==> src/hdl/wheel_speed_pi_with_tilt_cutoff_core_macros.svh <==
// ----------------------------------------------------------------------------
// wheel_speed_pi_with_tilt_cutoff_core_macros.svh
// Assertion macros for the wheel speed PI core. Each expects clk and arst_n
// in scope.
// ----------------------------------------------------------------------------
`ifndef WHEEL_SPEED_PI_WITH_TILT_CUTOFF_CORE_MACROS_SVH
`define WHEEL_SPEED_PI_WITH_TILT_CUTOFF_CORE_MACROS_SVH

// same-cycle implication
`define WSPC_ASSERT_IMP(lbl, ante, cons, msg) \
	lbl: assert property (@(posedge clk) disable iff (!arst_n) (ante) |-> (cons)) \
		else $error(msg);

// next-cycle implication
`define WSPC_ASSERT_NXT(lbl, ante, cons, msg) \
	lbl: assert property (@(posedge clk) disable iff (!arst_n) (ante) |=> (cons)) \
		else $error(msg);

`endif

==> src/hdl/wspc_pkg.sv <==
// ----------------------------------------------------------------------------
// wspc_pkg
// Shared widths, register indexes, payload types and defaults for the wheel
// speed PI core.
// ----------------------------------------------------------------------------
package wspc_pkg;

	localparam int DEF_FILTER_FRAC_BITS = 8;
	localparam int DEF_GAIN_FRAC_BITS   = 12;

	localparam int CNT_W   = 16;
	localparam int FILT_W  = 26;
	localparam int GAIN_W  = 24;
	localparam int LIMIT_W = 20;
	localparam int TILT_W  = 15;
	localparam int DRIVE_W = 32;

	// digit-serial units work on 4-bit digits
	localparam int DIG_W       = 4;
	localparam int GAIN_DIGITS = GAIN_W / DIG_W;

	// divide by 5: remainder fits in 3 bits, quotient digit via reciprocal
	localparam int REM_W        = 3;
	localparam int RECIP5       = 205;
	localparam int RECIP5_SHIFT = 10;

	// integral width follows the clamp bound (limit << frac bits)
	localparam int DEF_INT_W = (DEF_FILTER_FRAC_BITS + LIMIT_W + 1 > 30) ?
		DEF_FILTER_FRAC_BITS + LIMIT_W + 1 : 30;
	localparam int DEF_NUM_W = ((CNT_W + 1 + DEF_FILTER_FRAC_BITS > FILT_W + 2) ?
		CNT_W + 1 + DEF_FILTER_FRAC_BITS : FILT_W + 2) + 1;
	localparam int DEF_DIV_DIGITS = (DEF_NUM_W + DIG_W - 1) / DIG_W;

	localparam int CFG_IDX_W = 2;
	localparam logic [CFG_IDX_W-1:0] REG_SPEED_GAIN     = 2'd0;
	localparam logic [CFG_IDX_W-1:0] REG_INTEGRAL_GAIN  = 2'd1;
	localparam logic [CFG_IDX_W-1:0] REG_INTEGRAL_LIMIT = 2'd2;
	localparam logic [CFG_IDX_W-1:0] REG_TILT_LIMIT     = 2'd3;

	localparam logic [LIMIT_W-1:0] INTEGRAL_LIMIT_RST = 20'd10000;
	localparam logic [TILT_W-1:0]  TILT_LIMIT_RST     = 15'd6000;

	typedef struct packed {
		logic signed [CNT_W-1:0] left_count;
		logic signed [CNT_W-1:0] right_count;
		logic signed [CNT_W-1:0] tilt_angle;
		logic signed [CNT_W-1:0] speed_target;
	} item_t;

	typedef struct packed {
		logic signed [DRIVE_W-1:0] speed_drive;
		logic                      tilt_fault;
	} result_t;

	// status of a digit-serial unit
	typedef struct packed {
		logic busy;
		logic done;
	} ser_stat_t;

endpackage

==> src/hdl/wspc_stream_if.sv <==
// ----------------------------------------------------------------------------
// wspc_stream_if
// Valid/ready stream channel carrying one payload per transaction.
// ----------------------------------------------------------------------------
interface wspc_stream_if #(
	parameter type data_t = logic
);
	logic  valid;
	logic  ready;
	data_t data;

	modport source (output valid, output data, input ready);
	modport sink   (input valid, input data, output ready);
endinterface

==> src/hdl/wspc_div5.sv <==
// ----------------------------------------------------------------------------
// wspc_div5
// Digit-serial unsigned divide by five, one 4-bit digit per cycle, MSD first.
// ----------------------------------------------------------------------------
module wspc_div5 import wspc_pkg::*; #(
	parameter int NUM_DIGITS = DEF_DIV_DIGITS
) (
	input  logic                          clk,
	input  logic                          arst_n,
	input  logic                          start,
	input  logic [NUM_DIGITS*DIG_W-1:0]   dividend,
	output logic [NUM_DIGITS*DIG_W-1:0]   quotient,
	output ser_stat_t                     stat
);

	localparam int DW = NUM_DIGITS * DIG_W;
	localparam int CW = (NUM_DIGITS > 1) ? $clog2(NUM_DIGITS) : 1;
	localparam int VW = REM_W + DIG_W;
	localparam int PW = VW + 8;

	logic [DW-1:0]    num_q;
	logic [DW-1:0]    quot_q;
	logic [REM_W-1:0] rem_q;
	logic [CW-1:0]    cnt_q;
	logic             busy_q;
	logic             done_q;

	logic [VW-1:0]    part;
	logic [PW-1:0]    prod;
	logic [DIG_W-1:0] qd;
	logic [VW-1:0]    rem_full;

	always_comb begin
		part     = {rem_q, num_q[DW-1 -: DIG_W]};
		// part < 80, so part*205 >> 10 is the exact quotient
		prod     = PW'(part) * PW'(RECIP5);
		qd       = DIG_W'(prod >> RECIP5_SHIFT);
		rem_full = part - (VW'(qd) << 2) - VW'(qd);
	end

	always_ff @(posedge clk or negedge arst_n) begin
		if (!arst_n) begin
			busy_q <= 1'b0;
			done_q <= 1'b0;
			cnt_q  <= '0;
		end else begin
			done_q <= 1'b0;
			if (start) begin
				busy_q <= 1'b1;
				cnt_q  <= '0;
			end else if (busy_q) begin
				cnt_q <= cnt_q + CW'(1);
				if (cnt_q == CW'(NUM_DIGITS - 1)) begin
					busy_q <= 1'b0;
					done_q <= 1'b1;
				end
			end
		end
	end

	always_ff @(posedge clk) begin
		if (start) begin
			num_q <= dividend;
			rem_q <= '0;
		end else if (busy_q) begin
			num_q  <= num_q << DIG_W;
			rem_q  <= REM_W'(rem_full);
			quot_q <= {quot_q[DW-DIG_W-1:0], qd};
		end
	end

	assign quotient  = quot_q;
	assign stat.busy = busy_q;
	assign stat.done = done_q;

endmodule

==> src/hdl/wspc_mac.sv <==
// ----------------------------------------------------------------------------
// wspc_mac
// Digit-serial dual multiply-accumulate: a*ka + b*kb, gains taken one 4-bit
// digit per cycle, LSD first, partial sum shifted right each step.
// ----------------------------------------------------------------------------
module wspc_mac import wspc_pkg::*; #(
	parameter int INT_W = DEF_INT_W
) (
	input  logic                              clk,
	input  logic                              arst_n,
	input  logic                              start,
	input  logic signed [FILT_W-1:0]          a,
	input  logic signed [INT_W-1:0]           b,
	input  logic signed [GAIN_W-1:0]          ka,
	input  logic signed [GAIN_W-1:0]          kb,
	output logic signed [INT_W+2+GAIN_W-1:0]  acc,
	output ser_stat_t                         stat
);

	localparam int HI_W = INT_W + 2;
	localparam int T_W  = INT_W + 6;
	localparam int CW   = $clog2(GAIN_DIGITS);

	logic signed [FILT_W-1:0] a_q;
	logic signed [INT_W-1:0]  b_q;
	logic [GAIN_W-1:0]        ka_q;
	logic [GAIN_W-1:0]        kb_q;
	logic signed [HI_W-1:0]   hi_q;
	logic [GAIN_W-1:0]        lo_q;
	logic [CW-1:0]            cnt_q;
	logic                     busy_q;
	logic                     done_q;

	logic                        last;
	logic signed [DIG_W:0]       da;
	logic signed [DIG_W:0]       db;
	logic signed [FILT_W+DIG_W:0] pa;
	logic signed [INT_W+DIG_W:0]  pb;
	logic signed [T_W-1:0]       t;

	always_comb begin
		last = (cnt_q == CW'(GAIN_DIGITS - 1));
		// top digit carries the gain's sign
		da   = last ? {ka_q[DIG_W-1], ka_q[DIG_W-1:0]} : {1'b0, ka_q[DIG_W-1:0]};
		db   = last ? {kb_q[DIG_W-1], kb_q[DIG_W-1:0]} : {1'b0, kb_q[DIG_W-1:0]};
		pa   = a_q * da;
		pb   = b_q * db;
		t    = T_W'(hi_q) + T_W'(pa) + T_W'(pb);
	end

	always_ff @(posedge clk or negedge arst_n) begin
		if (!arst_n) begin
			busy_q <= 1'b0;
			done_q <= 1'b0;
			cnt_q  <= '0;
		end else begin
			done_q <= 1'b0;
			if (start) begin
				busy_q <= 1'b1;
				cnt_q  <= '0;
			end else if (busy_q) begin
				cnt_q <= cnt_q + CW'(1);
				if (last) begin
					busy_q <= 1'b0;
					done_q <= 1'b1;
				end
			end
		end
	end

	always_ff @(posedge clk) begin
		if (start) begin
			a_q  <= a;
			b_q  <= b;
			ka_q <= ka;
			kb_q <= kb;
			hi_q <= '0;
		end else if (busy_q) begin
			ka_q <= ka_q >> DIG_W;
			kb_q <= kb_q >> DIG_W;
			hi_q <= HI_W'(t >>> DIG_W);
			lo_q <= {t[DIG_W-1:0], lo_q[GAIN_W-1:DIG_W]};
		end
	end

	assign acc       = {hi_q, lo_q};
	assign stat.busy = busy_q;
	assign stat.done = done_q;

endmodule

==> src/hdl/wheel_speed_pi_with_tilt_cutoff_core.sv <==
// ----------------------------------------------------------------------------
// wheel_speed_pi_with_tilt_cutoff_core
// Wheel speed PI controller with low-pass filter, clamped integral and tilt
// cutoff.
// ----------------------------------------------------------------------------
// One item is processed at a time. An accepted item passes through the
// prepare, divide, integral, multiply and finish states before its result is
// loaded into the output register, and the next item is taken only after
// that, as long as the output register has been emptied. DIV_DIGITS is the
// number of 4-bit digits of the filter numerator, which the serial
// divide-by-five unit retires one per cycle before handing over the quotient;
// the serial gain multiplier holds the sequencer while it works through the
// six gain digits and hands over the sum. A finished result waits in the
// output register while the next item is already being worked.
// Configuration writes take effect at once and must be made while idle.
// ----------------------------------------------------------------------------
`include "wheel_speed_pi_with_tilt_cutoff_core_macros.svh"

module wheel_speed_pi_with_tilt_cutoff_core import wspc_pkg::*; #(
	parameter int FILTER_FRAC_BITS = DEF_FILTER_FRAC_BITS,
	parameter int GAIN_FRAC_BITS   = DEF_GAIN_FRAC_BITS
) (
	input  logic                  clk,
	input  logic                  arst_n,
	input  logic                  cfg_we,
	input  logic [CFG_IDX_W-1:0]  cfg_index,
	input  logic [GAIN_W-1:0]     cfg_data,
	wspc_stream_if.sink           item,
	wspc_stream_if.source         result
);

	localparam int F     = FILTER_FRAC_BITS;
	localparam int INT_W = (F + LIMIT_W + 1 > 30) ? F + LIMIT_W + 1 : 30;
	localparam int NUM_W = ((CNT_W + 1 + F > FILT_W + 2) ? CNT_W + 1 + F : FILT_W + 2) + 1;
	localparam int DIV_DIGITS = (NUM_W + DIG_W - 1) / DIG_W;
	localparam int DIV_W = DIV_DIGITS * DIG_W;
	localparam int SUM_W = ((INT_W > CNT_W + F) ? INT_W : CNT_W + F) + 2;
	localparam int BND_W = LIMIT_W + F;
	localparam int ACC_W = INT_W + 2 + GAIN_W;
	localparam int SHR   = F + GAIN_FRAC_BITS;
	localparam int Q_W   = ACC_W - SHR;
	localparam int X_W   = ((Q_W > DRIVE_W) ? Q_W : DRIVE_W) + 1;

	localparam logic [DIV_W-1:0] FILT_POS_MAX = DIV_W'((64'd1 << (FILT_W - 1)) - 64'd1);
	localparam logic [DIV_W-1:0] FILT_NEG_MAG = DIV_W'(64'd1 << (FILT_W - 1));
	localparam logic signed [FILT_W-1:0] FILT_MAX = {1'b0, {(FILT_W-1){1'b1}}};
	localparam logic signed [FILT_W-1:0] FILT_MIN = {1'b1, {(FILT_W-1){1'b0}}};
	localparam logic signed [X_W-1:0] DRV_MAX = {{(X_W-DRIVE_W+1){1'b0}}, {(DRIVE_W-1){1'b1}}};
	localparam logic signed [X_W-1:0] DRV_MIN = {{(X_W-DRIVE_W+1){1'b1}}, {(DRIVE_W-1){1'b0}}};

	localparam logic [2:0] ST_IDLE = 3'd0;
	localparam logic [2:0] ST_PREP = 3'd1;
	localparam logic [2:0] ST_DIV  = 3'd2;
	localparam logic [2:0] ST_INTG = 3'd3;
	localparam logic [2:0] ST_MAC  = 3'd4;
	localparam logic [2:0] ST_FIN  = 3'd5;

	// configuration
	logic signed [GAIN_W-1:0] speed_gain_q;
	logic signed [GAIN_W-1:0] integral_gain_q;
	logic [LIMIT_W-1:0]       integral_limit_q;
	logic [TILT_W-1:0]        tilt_limit_q;

	// sequencer and state
	logic [2:0]               state_q;
	item_t                    item_q;
	logic signed [FILT_W-1:0] filt_q;
	logic signed [INT_W-1:0]  int_q;
	logic                     num_neg_q;
	logic                     fault_q;
	logic                     res_valid_q;
	result_t                  res_q;

	// serial units
	logic                     div_start;
	logic [DIV_W-1:0]         div_mag;
	logic [DIV_W-1:0]         div_quot;
	ser_stat_t                div_stat;
	logic                     mac_start;
	logic signed [ACC_W-1:0]  mac_acc;
	ser_stat_t                mac_stat;

	// datapath
	logic signed [CNT_W:0]    cnt_sum;
	logic signed [NUM_W-1:0]  num;
	logic [NUM_W-1:0]         num_mag;
	logic signed [FILT_W-1:0] filt_next;
	logic signed [SUM_W-1:0]  int_sum;
	logic signed [SUM_W-1:0]  bound;
	logic signed [INT_W-1:0]  int_next;
	logic [CNT_W-1:0]         tilt_mag;
	logic                     fault_next;
	logic signed [Q_W-1:0]    drv_floor;
	logic                     drv_sticky;
	logic signed [X_W-1:0]    drv_wide;
	logic signed [DRIVE_W-1:0] drive;
	logic                     out_free;

	wspc_div5 #(
		.NUM_DIGITS (DIV_DIGITS)
	) u_div5 (
		.clk      (clk),
		.arst_n   (arst_n),
		.start    (div_start),
		.dividend (div_mag),
		.quotient (div_quot),
		.stat     (div_stat)
	);

	wspc_mac #(
		.INT_W (INT_W)
	) u_mac (
		.clk    (clk),
		.arst_n (arst_n),
		.start  (mac_start),
		.a      (filt_q),
		.b      (int_next),
		.ka     (speed_gain_q),
		.kb     (integral_gain_q),
		.acc    (mac_acc),
		.stat   (mac_stat)
	);

	always_comb begin
		// filter numerator: 4*old + (sum << F), divided by 5 in the serial unit
		cnt_sum = (CNT_W+1)'(item_q.left_count) + (CNT_W+1)'(item_q.right_count);
		num     = (NUM_W'(filt_q) <<< 2) + (NUM_W'(cnt_sum) <<< F);
		num_mag = num[NUM_W-1] ? NUM_W'(-num) : NUM_W'(num);
		div_mag = DIV_W'(num_mag);

		if (!num_neg_q) begin
			filt_next = (div_quot > FILT_POS_MAX) ? FILT_MAX : FILT_W'(div_quot);
		end else begin
			filt_next = (div_quot > FILT_NEG_MAG) ? FILT_MIN : FILT_W'(-FILT_W'(div_quot));
		end

		int_sum = SUM_W'(int_q) + SUM_W'(filt_q) - (SUM_W'(item_q.speed_target) <<< F);
		bound   = SUM_W'({integral_limit_q, {F{1'b0}}});
		if (int_sum > bound) begin
			int_next = INT_W'(bound);
		end else if (int_sum < -bound) begin
			int_next = INT_W'(-bound);
		end else begin
			int_next = INT_W'(int_sum);
		end

		tilt_mag   = item_q.tilt_angle[CNT_W-1] ? CNT_W'(-item_q.tilt_angle)
		                                        : CNT_W'(item_q.tilt_angle);
		fault_next = tilt_mag > CNT_W'(tilt_limit_q);

		// truncate toward zero: floor, then bump negatives with a nonzero fraction
		drv_floor  = mac_acc[ACC_W-1:SHR];
		drv_sticky = |mac_acc[SHR-1:0];
		drv_wide   = X_W'(drv_floor) + X_W'(mac_acc[ACC_W-1] && drv_sticky);
		if (drv_wide > DRV_MAX) begin
			drive = DRIVE_W'(DRV_MAX);
		end else if (drv_wide < DRV_MIN) begin
			drive = DRIVE_W'(DRV_MIN);
		end else begin
			drive = DRIVE_W'(drv_wide);
		end

		div_start = (state_q == ST_PREP);
		mac_start = (state_q == ST_INTG);
		out_free  = !res_valid_q || result.ready;
	end

	always_ff @(posedge clk or negedge arst_n) begin
		if (!arst_n) begin
			speed_gain_q     <= '0;
			integral_gain_q  <= '0;
			integral_limit_q <= INTEGRAL_LIMIT_RST;
			tilt_limit_q     <= TILT_LIMIT_RST;
		end else if (cfg_we) begin
			unique case (cfg_index)
				REG_SPEED_GAIN:     speed_gain_q     <= cfg_data;
				REG_INTEGRAL_GAIN:  integral_gain_q  <= cfg_data;
				REG_INTEGRAL_LIMIT: integral_limit_q <= cfg_data[LIMIT_W-1:0];
				REG_TILT_LIMIT:     tilt_limit_q     <= cfg_data[TILT_W-1:0];
				default: ;
			endcase
		end
	end

	always_ff @(posedge clk or negedge arst_n) begin
		if (!arst_n) begin
			state_q     <= ST_IDLE;
			filt_q      <= '0;
			int_q       <= '0;
			res_valid_q <= 1'b0;
		end else begin
			if (state_q == ST_FIN && out_free) begin
				res_valid_q <= 1'b1;
			end else if (result.ready) begin
				res_valid_q <= 1'b0;
			end
			unique case (state_q)
				ST_IDLE: begin
					if (item.valid) begin
						state_q <= ST_PREP;
					end
				end
				ST_PREP: begin
					state_q <= ST_DIV;
				end
				ST_DIV: begin
					if (div_stat.done) begin
						filt_q  <= filt_next;
						state_q <= ST_INTG;
					end
				end
				ST_INTG: begin
					// the MAC takes the clamped value; a fault clears what is kept
					int_q   <= fault_next ? '0 : int_next;
					state_q <= ST_MAC;
				end
				ST_MAC: begin
					if (mac_stat.done) begin
						state_q <= ST_FIN;
					end
				end
				ST_FIN: begin
					if (out_free) begin
						state_q <= ST_IDLE;
					end
				end
				default: state_q <= ST_IDLE;
			endcase
		end
	end

	always_ff @(posedge clk) begin
		if (state_q == ST_IDLE && item.valid) begin
			item_q <= item.data;
		end
		if (state_q == ST_PREP) begin
			num_neg_q <= num[NUM_W-1];
		end
		if (state_q == ST_INTG) begin
			fault_q <= fault_next;
		end
		if (state_q == ST_FIN && out_free) begin
			res_q.speed_drive <= drive;
			res_q.tilt_fault  <= fault_q;
		end
	end

	assign item.ready   = (state_q == ST_IDLE);
	assign result.valid = res_valid_q;
	assign result.data  = res_q;

	`WSPC_ASSERT_IMP(a_div_done_in_div, div_stat.done, state_q == ST_DIV,
		"divider finished outside the divide phase")
	`WSPC_ASSERT_IMP(a_mac_done_in_mac, mac_stat.done, state_q == ST_MAC,
		"multiplier finished outside the multiply phase")
	`WSPC_ASSERT_NXT(a_fault_clears_int, (state_q == ST_INTG) && fault_next, int_q == '0,
		"tilt fault did not clear the integral")

endmodule

==> src/flat_wrapper.sv <==
// flat-port wrapper written by rule: the top's interface ports become plain ports
module wheel_speed_pi_with_tilt_cutoff_core_flat import wspc_pkg::*;
#(
	parameter int FILTER_FRAC_BITS = DEF_FILTER_FRAC_BITS,
	parameter int GAIN_FRAC_BITS   = DEF_GAIN_FRAC_BITS
)
  (clk, arst_n, cfg_we, cfg_index, cfg_data, item_valid, item_data, item_ready, result_valid, result_data, result_ready);
  wspc_stream_if #(.data_t(item_t)) item_i ();
  wspc_stream_if #(.data_t(result_t)) result_i ();
  input  logic clk;
  input  logic arst_n;
  input  logic cfg_we;
  input  logic [CFG_IDX_W-1:0] cfg_index;
  input  logic [GAIN_W-1:0] cfg_data;
  input wire logic [$bits(item_i.valid)-1:0] item_valid;
  input wire logic [$bits(item_i.data)-1:0] item_data;
  output wire logic [$bits(item_i.ready)-1:0] item_ready;
  output wire logic [$bits(result_i.valid)-1:0] result_valid;
  output wire logic [$bits(result_i.data)-1:0] result_data;
  input wire logic [$bits(result_i.ready)-1:0] result_ready;
  assign item_i.valid = item_valid;
  assign item_i.data = item_data;
  assign item_ready = item_i.ready;
  assign result_valid = result_i.valid;
  assign result_data = result_i.data;
  assign result_i.ready = result_ready;
  wheel_speed_pi_with_tilt_cutoff_core #(.FILTER_FRAC_BITS(FILTER_FRAC_BITS), .GAIN_FRAC_BITS(GAIN_FRAC_BITS)) u_core (.clk(clk), .arst_n(arst_n), .cfg_we(cfg_we), .cfg_index(cfg_index), .cfg_data(cfg_data), .item(item_i), .result(result_i));
endmodule
==> config.mk <==
export PLATFORM = sky130hd
export DESIGN_NAME = wheel_speed_pi_with_tilt_cutoff_core_flat
export DESIGN_NICKNAME = d
export VERILOG_FILES = /design/src/hdl/wspc_pkg.sv /design/src/hdl/wspc_stream_if.sv /design/src/hdl/wspc_div5.sv /design/src/hdl/wspc_mac.sv /design/src/hdl/wheel_speed_pi_with_tilt_cutoff_core.sv /design/src/flat_wrapper.sv
export VERILOG_INCLUDE_DIRS = /design/src /design/src/hdl
export SDC_FILE = /design/constraint.sdc
export NUM_CORES = 2
export LEC_CHECK = 0
export BUFFER_PORTS_ARGS = -buffer_cell sky130_fd_sc_hd__buf_2
export CAP_MARGIN = 15
export CORE_ASPECT_RATIO = 1.25
export CORE_MARGIN = 8
export CORE_UTILIZATION = 42
export CTS_CLUSTER_DIAMETER = 150
export CTS_CLUSTER_SIZE = 25
export DETAILED_ROUTE_END_ITERATION = 16
export GPL_TIMING_DRIVEN = 0
export HOLD_SLACK_MARGIN = 0.06
export PLACE_DENSITY = 0.67
export SYNTH_ARGS = -nofsm -noshare
export SYNTH_HDL_FRONTEND = slang
export SYNTH_SLANG_ARGS = --single-unit
==> constraint.sdc <==
create_clock -name clk -period 21.4 [get_ports clk]
set_clock_uncertainty 0.15 [all_clocks]
set_input_delay 2.14 -clock clk [delete_from_list [all_inputs] [get_ports clk]]
set_output_delay 2.14 -clock clk [all_outputs]
set_load 0.05 [all_outputs]
==> metrics <==
footprint of the multi-input gates=21,800 µm²; sum of buffers and inverters on the critical path=3; number of synthesized register bits=477; overall via count from detail_route=26,470; Via density=5.25; port bufs=129; proportion of register bits with asynchronous set or reset after synthesis=32.1%; max-slew violation count=0; placed wire-length estimate=77.1 mm; most frequent cells after synthesis=inv_1 (526), nand2_1 (412), fa_1 (312); Routed Wire Length=94.0 mm; number of distinct library cells after synthesis=94; DRC marker count from the first detailed-route iteration=1,704; most used flip-flop cell after synthesis=edfxtp_1; die boundary height=349 µm; worst-case headroom to the max-slew limit=23.6%; clock buffer count from CTS=23; post-synth design cell area=37,400 µm²; Clock Sinks=477; worst slew pin tran=1.12 ns; outcome=finished clean; kind of path behind the tightest hold check=reg -> reg; global-route congestion overflow total=0; initial antenna violation count=4; clk slew on worst S/H paths=0.09 ns; CTS Hold Buffers Added=0; slowest stage cell on the critical path=clkbuf_1; share of Yosys cell area claimed by the top area cell type=23.0%; library cell appearing most often on the critical path=fa_1; total setup violations reported at the end of the flow=0; Critical Path RT=21.69 ns; vias in the first global route=26,976; Layout Nets=4,539; wire length per cell after detailed routing=18.7 µm; total setup buffers inserted after CTS=0; unrepaired setup endpoints after global routing=false; EDFF count, synth=286; Arr. time, crit path=8.47 ns; H-tree depth=1; width of the die=283 µm; CTS tree=yes; area used by sequential logic in the layout=13,200 µm²; number of warnings reported in the yosys synthesis log=0; total die area=98,800 µm²; number of placement rows=122; most numerous cell in the Yosys netlist=inv_1; routability cong.=0.929; ordered cell list for the critical path=ha_1, nand3_1, clkbuf_1, nor2_1, fa_1, fa_1, fa_1, fa_1, inv_1, fa_1, inv_1, ha_1, a21oi_1, o211ai_1, o21bai_1, a2111oi_2, o31ai_1, a41oi_1, o21ai_0, o41ai_1, a2bb2oi_1, o21ai_0; Fmax=122 MHz; Slowest Stage Delay on Critical Path=0.66 ns; crit end category=flip-flop; cell at the root of the clock tree=clkbuf_16; global-route total usage across every layer=19.0%; area added between synthesis and finish=7.90%; Worst setup SP type=flip-flop; start-to-end type of the worst setup path=reg -> reg; initial core utilization=42.3%; post-CTS resize count=0; Final Hold Vio Count=0; Synth area leaders=edfxtp_1 (23%), fa_1 (17%), ha_1 (9.6%); post-synthesis instance total=3,679; number of buffers between clock root and the deepest sink=3; final period demand of the worst path=8.18 ns; post-synthesis average cell area=10.2 µm²; cell type with the highest aggregate area in the netlist=edfxtp_1; top-level port count=130; cell class contributing the biggest share of worst-path delay=adder cells; latest clock arrival within the worst-skew pair=0.60 ns; first-pass GRT wire length=149 mm; drt pass-1 iters=5; Synth Net Count=4,373; share of post-route cells with drive strength above 1=8.86%; post-route ant nets=0; standard cell core area=88,400 µm²; pin count of the biggest net entering global routing=111; DRC=0; filler cell count=8,408; share of the clock period used by the worst path after layout=38.2%; total of max-cap violations=0; sequential-to-total area share from yosys stat=35.3%; largest fanout on the critical path=10; total negative slack=0 ns
state kept, by name, indices dropped and copies added, names as in the netlist, 15 cells and up:
| register | count |
|---|---|
| u_core.integral_gain_q | 24 |
| u_core.int_q | 30 |
| u_core.u_mac.b_q | 30 |
| u_core.u_mac.kb_q | 24 |
| u_core.u_mac.lo_q | 24 |
| u_core.speed_gain_q | 24 |
| u_core.filt_q | 26 |
| u_core.u_mac.a_q | 26 |
| u_core.item_q | 64 |
| u_core.tilt_limit_q | 15 |
| u_core.u_div5.quotient | 32 |
| u_core.u_div5.num_q | 30 |
| u_core.integral_limit_q | 20 |
| u_core.result.data | 33 |
| u_core.u_mac.ka_q | 24 |
| u_core.u_mac.hi_q | 32 |
routing by layer:
metal	track usage, %	vias up	routed length, µm
met5	0	-	0
met4	7.80	0	4360
met3	1.48	158	4260
met2	32.5	670	44900
met1	24.8	12884	40600
li1	-	12758	-
layout make-up:
| cell class | instances | share of cell area [%] |
|---|---|---|
| antenna | 1 | 0.00621 |
| clock buffer | 38 | 1.57 |
| multi-input combinational | 2562 | 54.0 |
| sequential | 477 | 32.7 |
| timing repair buffer | 141 | 1.96 |
| clock inverter | 3 | 0.0652 |
| buffer | 112 | 1.14 |
| inverter | 528 | 4.92 |
| tap | 1178 | 3.66 |
cell usage in the layout, fill, tap and decap left out, types with 11 or more instances in the layout:
cell / instances
inv_1: 525
nand2_1: 412
fa_1: 312
ha_1: 287
edfxtp_1: 286
nor2_1: 212
o21ai_0: 154
a21oi_1: 144
dfrtp_1: 141
buf_2: 134
and2_1: 125
xnor2_1: 115
clkbuf_1: 111
mux2_2: 87
nand3_1: 52
a21o_1: 49
xor2_1: 49
nor3_1: 40
dfxtp_1: 38
mux2i_1: 32
o21a_1: 31
or2_2: 30
nand4_1: 28
nand2b_1: 27
or3_1: 26
a211oi_1: 24
a2111oi_0: 23
clkbuf_16: 23
and3_1: 21
a31oi_1: 21
nor4_1: 19
o211ai_1: 18
nor3b_1: 17
o32ai_1: 16
o21bai_1: 15
o31ai_1: 13
nor2b_1: 13
nand3b_1: 12
dfstp_2: 12
o21ai_1: 11
worst reg2reg max path, stage by stage (launching register included):
cell,delay [ns]
dfrtp_1,0.43
ha_1,0.29
nand3_1,0.40
clkbuf_1,0.66
nor2_1,0.15
fa_1,0.54
fa_1,0.53
fa_1,0.53
fa_1,0.57
inv_1,0.06
fa_1,0.53
inv_1,0.04
ha_1,0.37
a21oi_1,0.20
o211ai_1,0.10
o21bai_1,0.23
a2111oi_2,0.47
o31ai_1,0.19
a41oi_1,0.55
o21ai_0,0.28
o41ai_1,0.47
a2bb2oi_1,0.21
o21ai_0,0.09
stage by stage:
| step | area, µm² | cells | utilization [%] | hold WS [ns] | worst slack, ns |
|---|---|---|---|---|---|
| global route | 40300 | 5039 | 45.6 | 0.318 | 12.76 |
| detailed placement | 39700 | 4998 | 44.9 | 0.285 | 13.26 |
| finish | 40300 | 5040 | 45.6 | 0.309 | 13.22 |
| global placement | 39500 | 4986 | 44.7 | 0.281 | 8.10 |
| floorplan | 37400 | 3679 | - | 0.250 | 11.95 |
| CTS | 40300 | 5039 | 45.6 | 0.308 | 13.22 |
final timing paths:
path / from / end / slack [ns] / cells past startpoint
setup / recovery: u_core.u_mac.cnt_q[0] / u_core.u_mac.hi_q[30] / 13.22 / 22
hold / removal: u_core.u_mac.lo_q[6] / u_core.u_mac.lo_q[2] / 0.31 / 0
setup reg to reg: u_core.u_mac.cnt_q[0] / u_core.u_mac.hi_q[30] / 13.22 / 22
hold reg to reg: u_core.u_mac.lo_q[6] / u_core.u_mac.lo_q[2] / 0.31 / 0
max in group asynchronous: arst_n / u_core.filt_q[25] / 18.84 / 2
min in group asynchronous: arst_n / u_core.tilt_limit_q[2] / 1.28 / 1
logic make-up (layout without fill, tap and decap cells):
| group | Yosys count | after routing | synth area share, % |
|---|---|---|---|
| and+or+nand+nor | 1077 | 1077 | 14.0 |
| buffers and inverters | 640 | 822 | 6.52 |
| AOI/OAI and AO/OA | 603 | 603 | 10.5 |
| adders and majority gates | 599 | 599 | 26.3 |
| DFF | 477 | 477 | 35.3 |
| xor gates and xnor gates | 164 | 164 | 3.84 |
| muxes | 119 | 119 | 3.48 |
| other | 0 | 1 | 0 |
Power is not shown: default switching activity piles up to over one toggle a cycle in this logic, so the estimate is an artifact.
